==> src/rtl/core/bpc_div.sv <==
module bpc_div #(
    parameter int DIVIDEND_W = 32,
    parameter int DIVISOR_W  = 17,
    parameter int SIDE_W     = 1
) (
    input  logic                  clk,
    input  logic                  rst_n,
    input  logic                  adv,
    input  logic                  in_valid,
    input  logic [DIVIDEND_W-1:0] dividend,
    input  logic [DIVISOR_W-1:0]  divisor,
    input  logic [SIDE_W-1:0]     side_in,
    output logic                  out_valid,
    output logic [DIVIDEND_W-1:0] quotient,
    output logic [SIDE_W-1:0]     side_out
);

    // one quotient bit per stage, restoring
    logic                  v_reg    [0:DIVIDEND_W];
    logic [DIVISOR_W-1:0]  rem_reg  [0:DIVIDEND_W];
    logic [DIVIDEND_W-1:0] num_reg  [0:DIVIDEND_W];
    logic [DIVISOR_W-1:0]  dsr_reg  [0:DIVIDEND_W];
    logic [SIDE_W-1:0]     sd_reg   [0:DIVIDEND_W];

    logic [DIVISOR_W:0]    trial    [0:DIVIDEND_W-1];
    logic                  ge       [0:DIVIDEND_W-1];
    logic [DIVISOR_W:0]    diff     [0:DIVIDEND_W-1];
    logic [DIVISOR_W-1:0]  rem_next [0:DIVIDEND_W-1];
    logic [DIVIDEND_W-1:0] num_next [0:DIVIDEND_W-1];

    always_comb
    begin
        for (int k = 0; k < DIVIDEND_W; k++)
        begin
            trial[k]    = {rem_reg[k], num_reg[k][DIVIDEND_W-1]};
            ge[k]       = trial[k] >= {1'b0, dsr_reg[k]};
            diff[k]     = trial[k] - {1'b0, dsr_reg[k]};
            rem_next[k] = ge[k] ? diff[k][DIVISOR_W-1:0] : trial[k][DIVISOR_W-1:0];
            num_next[k] = {num_reg[k][DIVIDEND_W-2:0], ge[k]};
        end
    end

    always_ff @(posedge clk or negedge rst_n)
    begin
        if (!rst_n)
        begin
            for (int k = 0; k <= DIVIDEND_W; k++)
                v_reg[k] <= 1'b0;
        end
        else if (adv)
        begin
            v_reg[0] <= in_valid;
            for (int k = 0; k < DIVIDEND_W; k++)
                v_reg[k+1] <= v_reg[k];
        end
    end

    always_ff @(posedge clk)
    begin
        if (adv)
        begin
            rem_reg[0] <= '0;
            num_reg[0] <= dividend;
            dsr_reg[0] <= divisor;
            sd_reg[0]  <= side_in;
            for (int k = 0; k < DIVIDEND_W; k++)
            begin
                rem_reg[k+1] <= rem_next[k];
                num_reg[k+1] <= num_next[k];
                dsr_reg[k+1] <= dsr_reg[k];
                sd_reg[k+1]  <= sd_reg[k];
            end
        end
    end

    assign out_valid = v_reg[DIVIDEND_W];
    assign quotient  = num_reg[DIVIDEND_W];
    assign side_out  = sd_reg[DIVIDEND_W];

endmodule

==> config.mk <==
export PLATFORM = sky130hd
export DESIGN_NAME = bpc_div
export DESIGN_NICKNAME = d
export VERILOG_FILES = /design/src/rtl/core/bpc_div.sv
export SDC_FILE = /design/constraint.sdc
export NUM_CORES = 2
export LEC_CHECK = 0
export ABC_AREA = 1
export CAP_MARGIN = 30
export CELL_PAD_IN_SITES_DETAIL_PLACEMENT = 1
export CELL_PAD_IN_SITES_GLOBAL_PLACEMENT = 2
export CORE_MARGIN = 2
export CORE_UTILIZATION = 46
export DETAILED_ROUTE_END_ITERATION = 6
export DONT_BUFFER_PORTS = 1
export PLACE_DENSITY = 0.86
export SLEW_MARGIN = 20
export SYNTH_ARGS = -nofsm -noshare
export SYNTH_HDL_FRONTEND = slang
export SYNTH_SLANG_ARGS = --single-unit
==> constraint.sdc <==
create_clock -name clk -period 5.65 [get_ports clk]
set_input_delay 0.8475 -clock clk [delete_from_list [all_inputs] [get_ports clk]]
set_output_delay 0.8475 -clock clk [all_outputs]
set_load 0.005 [all_outputs]
==> impl_summary.log <==
[metrics] clock buffer count from CTS: 231
[metrics] TritonCTS Sinks: 2193
[metrics] final cell count without fillers: 14749
[metrics] Worst Reg2Reg Path Length in Cells: 12
[metrics] wire length of the first global-routing pass: 424000 um
[metrics] CTS clock-pin slew for the worst setup and hold paths: 0.06 ns
[metrics] kind of critical path: in -> reg
[metrics] half-perimeter wire length after placement: 196000 um
[metrics] shortest period the worst path allows: 3.17 ns
[metrics] FF/Latch Area: 65700 um^2
[metrics] most used standard cell by instance count after synthesis: sky130_fd_sc_hd__nand2_1
[metrics] biggest area consumer among synthesized cells: sky130_fd_sc_hd__edfxtp_1
[metrics] drt initial violations: 3953
[metrics] Synth-to-Final Area Change: 10.8%
[metrics] instance count after placement with tap cells included: 14249
[metrics] total setup violations reported at the end of the flow: 0
[metrics] most common flop cell mapped by yosys: sky130_fd_sc_hd__edfxtp_1
[metrics] area of the die: 243000 um^2
[metrics] Starting Density: 46.2%
[metrics] remaining antenna violation count: 0
[metrics] Worst Hold Depth: 1
[metrics] number of nets in the final layout: 11988
[metrics] vias in the first global route: 77382
[metrics] highest achievable clock rate: 315 MHz
[metrics] buffer cell driving the clock tree root: sky130_fd_sc_hd__clkbuf_16
[metrics] multi-input logic area: 35600 um^2
[metrics] number of maximum-capacitance violations: 0
[metrics] number of synthesized flops with an enable pin: 2160
[metrics] Post-CTS Resized: 0
[metrics] CTS Hold Buffers Added: 54
[metrics] total wirelength of the detailed-routed design: 266000 um
[metrics] WL per Instance: 18.0 um
[metrics] largest net degree at the start of global routing: 240
[metrics] number of design rule violations left after detail routing: 6
[metrics] class of the worst hold path: in -> reg
[metrics] minimum setup slack after placement: 1.66 ns
[metrics] iteration count of the initial detailed-routing pass: 7
[metrics] remaining max-slew budget at the tightest pin: 26.6%
[metrics] Clock Tree Buf Depth: 3
[metrics] CTS H-tree lvls: 4
[metrics] source-to-sink clock delay at the later pin of the worst-skew pair: 0.89 ns
[metrics] violated checks: DRC
[metrics] post-synthesis net count: 11797
[metrics] Setup TNS: 0 ns
[metrics] GRT overflow: 0
[metrics] Static Leakage: 57.3 nW
[metrics] DR vias: 73694
[metrics] RSZ-0062 raised after global routing: false
[metrics] IO Port Bufs: 0
[metrics] core footprint: 238000 um^2
[metrics] CTS tree: done
[metrics] average vias per placed instance: 5.00
[metrics] share of flip-flops with an asynchronous set or reset after synthesis: 1.50%
[metrics] DIE HEIGHT: 493 um
[metrics] post-synthesis cell type count: 45
[metrics] crit share post-route: 56.2%
[metrics] leading post-synthesis cells by instance count: 3870 x sky130_fd_sc_hd__nand2_1, 2160 x sky130_fd_sc_hd__edfxtp_1, 2062 x sky130_fd_sc_hd__inv_1, 882 x sky130_fd_sc_hd__nand3_1, 529 x sky130_fd_sc_hd__ha_1
[metrics] final max-slew violation count: 0
[metrics] fill cell instance count of the final layout: 26589
[metrics] Crit path required time: 6.16 ns
[metrics] count of synthesis-stage warnings from yosys: 0
[metrics] cell types occupying the most area after synthesis: sky130_fd_sc_hd__edfxtp_1 59%, sky130_fd_sc_hd__nand2_1 13%, sky130_fd_sc_hd__inv_1 7.0%, sky130_fd_sc_hd__ha_1 6.0%, sky130_fd_sc_hd__nand3_1 4.0%
[metrics] outcome: finished with violations
[metrics] Post-Syn Area per Cell: 9.84 um^2
[metrics] share of the synthesized area in the top cell type: 59.0%
[metrics] final weighted congestion in routability-driven placement: 0.883
[metrics] antenna violations before repair: 6
[metrics] area of the mapped netlist: 110000 um^2
[metrics] number of hold violations in the final report: 0
[metrics] synthesized instance count: 11184
[metrics] largest fanout on the critical path: 169
[metrics] #FFs+latches synth: 2193
[metrics] total track usage: 21.9%
[metrics] number of I/O pins: 88
[metrics] fraction of the yosys area taken by sequential cells: 59.7%
[metrics] worst hold margin: 0.104 ns
[metrics] clock skew: 0.0315 ns
[metrics] crit path DAT: 3.69 ns
[metrics] Power Density: 519 nW/um^2
[metrics] Final Power: 63.2 mW
[metrics] nature of the critical path endpoint: register
[metrics] Die X-Extent: 493 um
[metrics] number of cell rows: 179
[metrics] reg2reg setup slack: 2.87 ns
[metrics] critical path startpoint category: input port
[metrics] fraction of final layout cells with drive strength greater than 1: 6.24%
[metrics] number of buffers inserted to repair setup after CTS: 0
[metrics] max reg flops: 1056
[metrics] maximum ir drop on the vdd rail: 0.395 mV
[metrics] worst setup margin: 2.48 ns
[metrics] transition at the pin with the smallest max-transition slack: 1.10 ns
[layer usage]
| layer | vias up | global-route usage, % | wire, um |
|---|---|---|---|
| met3 | 370 | 2.58 | 8090 |
| met4 | 2 | 5.83 | 6600 |
| met1 | 35856 | 30.0 | 124000 |
| met5 | - | 0 | 13 |
| met2 | 1024 | 37.0 | 127000 |
| li1 | 36442 | - | - |
[placed cells by master (no fill, tap or decap), types with 44 or more instances in the layout]
| cell type | instances |
|---|---|
| sky130_fd_sc_hd__clkbuf_16 | 232 |
| sky130_fd_sc_hd__dlygate4sd3_1 | 53 |
| sky130_fd_sc_hd__nand2_4 | 58 |
| sky130_fd_sc_hd__ha_1 | 529 |
| sky130_fd_sc_hd__nand2_2 | 159 |
| sky130_fd_sc_hd__clkinv_1 | 52 |
| sky130_fd_sc_hd__xor2_1 | 182 |
| sky130_fd_sc_hd__nand2_1 | 3870 |
| sky130_fd_sc_hd__nand4_1 | 50 |
| sky130_fd_sc_hd__inv_1 | 2062 |
| sky130_fd_sc_hd__nor2_1 | 392 |
| sky130_fd_sc_hd__nor2_2 | 44 |
| sky130_fd_sc_hd__a21oi_1 | 295 |
| sky130_fd_sc_hd__nand3_1 | 882 |
| sky130_fd_sc_hd__edfxtp_1 | 2160 |
[power by group]
part	total (mW)	switching, mW	internal (mW)
Clock	15.5	6.50	8.97
Combinational	23.9	16.1	7.73
Sequential	23.9	1.98	21.9
Total	63.2	24.6	38.6
[cell type report]
type | instances | share of cell area (%)
Clock buffer | 273 | 4.90
Antenna cell | 2 | 0.00411
Timing Repair Buffer | 71 | 0.809
Sequential cell | 2193 | 53.9
Inverter | 2077 | 6.40
Clock inverter | 165 | 1.50
Multi-Input combinational cell | 6801 | 29.2
Tap cell | 3167 | 3.25
[worst paths after layout]
kind                                             end                      start
max                        num_reg[27][15]$_DFFE_PP_                        adv
min                            v_reg[20]$_DFFE_PN0P_                        adv
max reg2reg                rem_reg[0][463]$_DFFE_PP_  dsr_reg[0][458]$_DFFE_PP_
min reg2reg                num_reg[28][12]$_DFFE_PP_  num_reg[27][11]$_DFFE_PP_
max in group asynchronous       v_reg[4]$_DFFE_PN0P_                      rst_n
min in group asynchronous      v_reg[17]$_DFFE_PN0P_                      rst_n
[logic make-up (layout without fill, tap and decap cells)]
family,Yosys count,count (layout),share of synthesized area [%]
fa+ha+maj,559,559,6.56
compound gates,354,354,1.73
mux,1,1,0.0102
buf+inv,2190,2586,7.92
xor+xnor,211,211,1.68
flops,2193,2193,59.7
other cells,0,2,0
simple gates,5676,5676,22.4
[worst max-delay path, cell delays in order]
cell                     delay, ns
sky130_fd_sc_hd__buf_16       0.51
sky130_fd_sc_hd__buf_16       0.61
sky130_fd_sc_hd__buf_16       0.54
sky130_fd_sc_hd__buf_16       0.44
[through the flow]
stage | cell area, um^2 | utilization [%]
global placement | 113000 | 47.6
finish | 122000 | 51.2
detailed placement | 113000 | 47.7
global route | 122000 | 51.2
CTS | 122000 | 51.2
floorplan | 110000 | -
Note: power is estimated with default switching activity, not from simulation.
